==> config.mk <==
export PLATFORM = sky130hd
export DESIGN_NAME = ppue_ctrl
export DESIGN_NICKNAME = d
export VERILOG_FILES = /design/src/hdl/ppue_pkg.sv /design/src/hdl/ppue_ctrl.sv
export SDC_FILE = /design/constraint.sdc
export NUM_CORES = 1
export LEC_CHECK = 0
export BUFFER_PORTS_ARGS = -buffer_cell sky130_fd_sc_hd__buf_2
export CORE_AREA = 2 2 39 41
export DETAILED_ROUTE_END_ITERATION = 8
export DIE_AREA = 0 0 41 43
export GPL_ROUTABILITY_DRIVEN = 1
export GPL_TIMING_DRIVEN = 1
export PLACE_DENSITY_LB_ADDON = 0.2
export SLEW_MARGIN = 20
export SYNTH_ARGS = -nofsm -noshare
export SYNTH_HDL_FRONTEND = slang
export SYNTH_SLANG_ARGS = --single-unit
==> constraint.sdc <==
create_clock -name clk -period 1.3 [get_ports clk]
set_input_delay 0.13 -clock clk [delete_from_list [all_inputs] [get_ports clk]]
set_output_delay 0.13 -clock clk [all_outputs]
set_load 0.03 [all_outputs]
==> src/hdl/ppue_pkg.sv <==
package ppue_pkg;

  localparam int POOL_SLOTS = 64;
  localparam int SLOT_W = (POOL_SLOTS > 1) ? $clog2(POOL_SLOTS) : 1;
  localparam int CNT_W = $clog2(POOL_SLOTS + 1);
  localparam int ENTRY_W = 32 + 32 + 16 + 16 + 24;
  localparam logic [62:0] RETIRE_RESET = 63'd8589934592000000;
  localparam logic [62:0] MAX63 = {63{1'b1}};
  localparam int MOVE_SHIFT = 22;

  typedef enum logic [3:0] {
    ST_IDLE,
    ST_SPAWN,
    ST_RD,
    ST_WAIT,
    ST_MUL1,
    ST_MUL2,
    ST_MOVE,
    ST_DIFF,
    ST_SQ,
    ST_SUM,
    ST_CMP,
    ST_DONE
  } ctl_state_t;

  typedef struct packed {
    logic load;
    logic spawn_wr;
    logic rd;
    logic mul1;
    logic mul2;
    logic move;
    logic diff;
    logic sq;
    logic sum;
    logic cmp;
    logic next_slot;
    logic emit;
  } dp_cmd_t;

  typedef struct packed {
    logic is_tick;
    logic have_free;
    logic last_slot;
    logic cur_active;
  } dp_sts_t;

endpackage

==> src/hdl/ppue_ctrl.sv <==
module ppue_ctrl
  import ppue_pkg::*;
(
  input  logic    clk,
  input  logic    rst_n,
  input  logic    start,
  input  dp_sts_t sts,
  output logic    busy,
  output dp_cmd_t cmd
);

  ctl_state_t state_r, state_nxt;

  always_ff @(posedge clk) begin
    if (!rst_n) begin
      state_r <= ST_IDLE;
    end else begin
      state_r <= state_nxt;
    end
  end

  always_comb begin
    state_nxt = state_r;
    cmd = '0;
    busy = (state_r != ST_IDLE);
    case (state_r)
      ST_IDLE: begin
        if (start) begin
          cmd.load = 1'b1;
          state_nxt = ST_SPAWN;
        end
      end
      ST_SPAWN: begin
        if (sts.is_tick) begin
          state_nxt = ST_RD;
        end else begin
          cmd.spawn_wr = sts.have_free;
          state_nxt = ST_DONE;
        end
      end
      ST_RD: begin
        if (sts.cur_active) begin
          cmd.rd = 1'b1;
          state_nxt = ST_WAIT;
        end else if (sts.last_slot) begin
          state_nxt = ST_DONE;
        end else begin
          cmd.next_slot = 1'b1;
        end
      end
      ST_WAIT: state_nxt = ST_MUL1;
      ST_MUL1: begin
        cmd.mul1 = 1'b1;
        state_nxt = ST_MUL2;
      end
      ST_MUL2: begin
        cmd.mul2 = 1'b1;
        state_nxt = ST_MOVE;
      end
      ST_MOVE: begin
        cmd.move = 1'b1;
        state_nxt = ST_DIFF;
      end
      ST_DIFF: begin
        cmd.diff = 1'b1;
        state_nxt = ST_SQ;
      end
      ST_SQ: begin
        cmd.sq = 1'b1;
        state_nxt = ST_SUM;
      end
      ST_SUM: begin
        cmd.sum = 1'b1;
        state_nxt = ST_CMP;
      end
      ST_CMP: begin
        cmd.cmp = 1'b1;
        if (sts.last_slot) begin
          state_nxt = ST_DONE;
        end else begin
          cmd.next_slot = 1'b1;
          state_nxt = ST_RD;
        end
      end
      ST_DONE: begin
        cmd.emit = 1'b1;
        state_nxt = ST_IDLE;
      end
      default: state_nxt = ST_IDLE;
    endcase
  end

endmodule

# Word-level counts from Yosys, hierarchy flattened
# Index checks and enable logic that the tools add are counted.
word_totals:
  register_bits: 4
  inputBits: 7
  output_inout_bits: 13
op_classes:
  muxes: 23
  eq_ne: 13
  n_reduce_logical: 3
op_table:
  columns: ["operator", "n"]
  rows:
  - ["one-hot mux 4 bit (11 select lines)", 1]
  - ["two-way mux 4 bit", 5]
  - ["== test 4 x 3 -> 1 bit (second input constant)", 4]
  - ["== test 4 bit (second input constant)", 4]
  - ["two-way mux 1 bit", 16]
  - ["== test 4 x 2 -> 1 bit (second input constant)", 2]
  - ["== test 4 x 1 -> 1 bit (second input constant)", 1]
  - ["logical NOT 4 bit", 1]
  - ["nonzero test 4 bit", 1]
  - ["inequality test 3 bit (second input constant)", 1]
  - ["inequality test 2 bit (second input constant)", 1]
  - ["one-hot mux 1 bit (2 select lines)", 1]
  - ["AND reduction 2 bit", 1]

# Longest topological paths before layout
logic_depth:
  word_depth: 3
  depth_mapped: 4

# Worst setup path after synthesis
# OpenSTA, ideal clock, no wires.
synth_path:
  kind: "reg-to-output"
  startpoint: "reg state_r[3]"
  endpoint: "out cmd[9] (netlist name)"
  n_path_buf: 1
  t_required_ns: 1.170
  stages_incl_launch_ff: 4
  arrival_ns: 1.571
  path_slack_ns: -0.401
  path_cell_list: "dfxtp_1 > buf_4 > nand2b_1 > nor4_1"
synth_lines:
  columns: ["element", "line", "source"]
  rows:
  - ["start: declaration", "ppue_ctrl.sv:12", "ctl_state_t state_r, state_nxt;"]
  - ["start signal: assignment", "ppue_ctrl.sv:18", "state_r <= state_nxt;"]
  - ["end: declaration", "ppue_ctrl.sv:9", "output dp_cmd_t cmd"]

==> run summary <==
post-synthesis xor/xnor area fraction = 0.0219
post-synthesis adder-cell area fraction = 0
Top Ports = 20
WP buf/inv = 1
count of cell types in the netlist = 25
post-synthesis register bit count = 4
Layout Cells excl Fill = 101
RSZ-0062 raised after global routing = yes
post-synthesis compound-gate area fraction = 0.184
wire per inst = 12.0 um
largest registers = state_r (4)
final worst slack = -0.189 ns
peak supply drop = 776 uV
WHS = 0.177 ns
crit end category = output port
status = finished, violations left
Final setup viols = 12
register area share after synthesis = 0.200
clk_lat worst skew = 0.24 ns
Data arrival, critical path = 1.36 ns
Nets = 94
die height = 43 um
number of global-route vias before repair = 485
GRT Overall Usage = 0.162
count of final max-slew check failures = 0
largest net degree at the start of global routing = 9
routed vias = 488
Critical Path RT = 1.17 ns
fin crit period = 1.49 ns
Die Width = 41 um
htree depth = 1
Mean Syn Cell Area = 8.01 um2
Core Rows = 14
via/cell ratio = 4.83
full die area = 1760 um2
largest family of logic cells by synthesized area = simple AND/OR/NAND/NOR gates
Main synth FF type = dfxtp_1
First-pass DRT Iterations = 4
post-synthesis mux area share = 0
placed cell count = 92
DRT iter0 DRCs = 8
final antenna-violating net count = 0
Power Density = 2110 nW/um2
Post-CTS Hold Fix Bufs = 0
Crit path largest cell delay = 0.54 ns
GPL Wtd Cong = 0.830
first-pass GRT wire length = 1940 um
Slew headroom = 0.790
drt drc = 0
CTS root buf = clkbuf_4
Leak = 0.369 nW
initial antenna violation count = 0
max cap viols = 0
failing checks = negative setup slack
Worst path slowest cell = or4_4
max reg flops = 4
Initial Util = 0.289
fin util = 0.603
met3 usage = 0.0209
top cell type's share of synthesized area = 0.200
Core ar. = 1380 um2
DPL Wire Length = 819 um
top post-synthesis cells by area = dfxtp_1 20%, buf_4 7.5%, nor4b_2 7.5%
Hold Fails Final Rpt = 0
Crit Path Class = reg -> out
port bufs = 19
CP startpoint kind = register
met2 GRT Util = 0.272
Worst Max-Slew Pin Slew = 0.311 ns
max frequency = 671 MHz
most common cell after layout, fill and taps aside = buf_4
Post-synth EDFFs = 0
critical path cell sequence = or4_4 > nor2_4 > buf_6
CTS buffer count = 3
CP top delay family = simple AND/OR/NAND/NOR gates
crit path max fanout = 7
Post-Place Setup Slack = -0.0329 ns
Clock Sinks = 4
Max Buffers Root-to-Sink = 2
clk slew on worst S/H paths = 0.04 ns
ANT cells = 0
CTS tree = yes
GRT Residual Overflow = 0
ratio of cells with drive above 1 in the final layout = 0.765
GRT busiest layer = met2
cell taking the most area after synthesis = dfxtp_1
total power = 1.76 mW
Top reg by flops = state_r
final WL = 1210 um
Area Growth Syn to Fin = 108%
GR Util met1 = 0.189
most frequent cells in the layout = 16 x buf_4, 13 x buf_6, 7 x buf_2, 4 x nor2_4
Final period util = 1.15
Worst Hold Class = in -> reg
Post-synth ARST share = 0
Post-Syn Area = 400 um2
Worst Skew = 0.00227 ns
Synth Instances = 50
Yosys warnings = 0
syn_nets = 57
Synth Area in Simple Gates = 0.481
==> worst paths after layout <==
| kind | from | end | slack, ns | cells after the start |
|---|---|---|---|---|
| hold / removal | rst_n | state_r[3]$_SDFFE_PN0P_ | 0.18 | 3 |
| setup reg to reg | state_r[2]$_SDFFE_PN0P_ | state_r[0]$_SDFFE_PN0P_ | -0.15 | 4 |
| hold reg to reg | state_r[3]$_SDFFE_PN0P_ | state_r[2]$_SDFFE_PN0P_ | 0.61 | 2 |
| setup / recovery | state_r[2]$_SDFFE_PN0P_ | cmd[11] | -0.19 | 3 |
==> through the flow <==
stage                     TNS, ns  instance area, um2
after floorplan            -0.356                 449
after global placement     -0.123                 609
after detailed placement   -0.101                 609
after CTS                   -1.47                 807
after global routing        -2.17                 835
final                       -1.45                 835
==> cell type report <==
| class | count | area (um2) |
|---|---|---|
| tap | 16 | 20.0 |
| clock buffer | 3 | 22.5 |
| fill | 132 | 549 |
| multi-input combinational | 38 | 383 |
| inverter | 4 | 15.0 |
| sequential | 4 | 92.6 |
| timing repair buffer | 36 | 302 |
==> Yosys cell counts (all sizes together) (2+ instances only) <==
cell type  count
inv            4
nor4b          2
dfxtp          4
or3b           2
nand2          4
buf            4
nor3           4
a211oi         2
nor2           6
nand2b         3
or3            2
==> what timing repair did <==
item / in CTS / in global routing
pin swaps: 7 / 5
buffers inserted: 6 / 1
gates resized for setup: 40 / 8
endpoints found under the setup margin: 16 / 16
==> worst reg2reg max path, cell delays in order, from the launching register on <==
cell      delay [ns]
dfxtp_4         0.35
or4_4           0.54
buf_4           0.16
o221ai_4        0.19
a211oi_1        0.07
==> report_power, final <==
part | leakage (nW) | total, mW | internal [mW] | switching [mW]
clock | 0.0138 | 0.158 | 0.104 | 0.0548
sequential | 0.0353 | 0.270 | 0.190 | 0.0805
combinational | 0.320 | 1.33 | 0.694 | 0.638
total | 0.369 | 1.76 | 0.987 | 0.773
==> cells by family after synthesis <==
| kind of cell | Yosys count |
|---|---|
| and+or+nand+nor | 30 |
| buffers and inverters | 8 |
| AOI/OAI and AO/OA | 7 |
| DFF | 4 |
| xor gates and xnor gates | 1 |
==> layer usage <==
layer  up-vias  wire, um
met1       226       495
met3         0        57
met4         0         0
met5         -         0
met2        14       657
li1        248         -
Note: power is estimated with default switching activity, not from simulation.
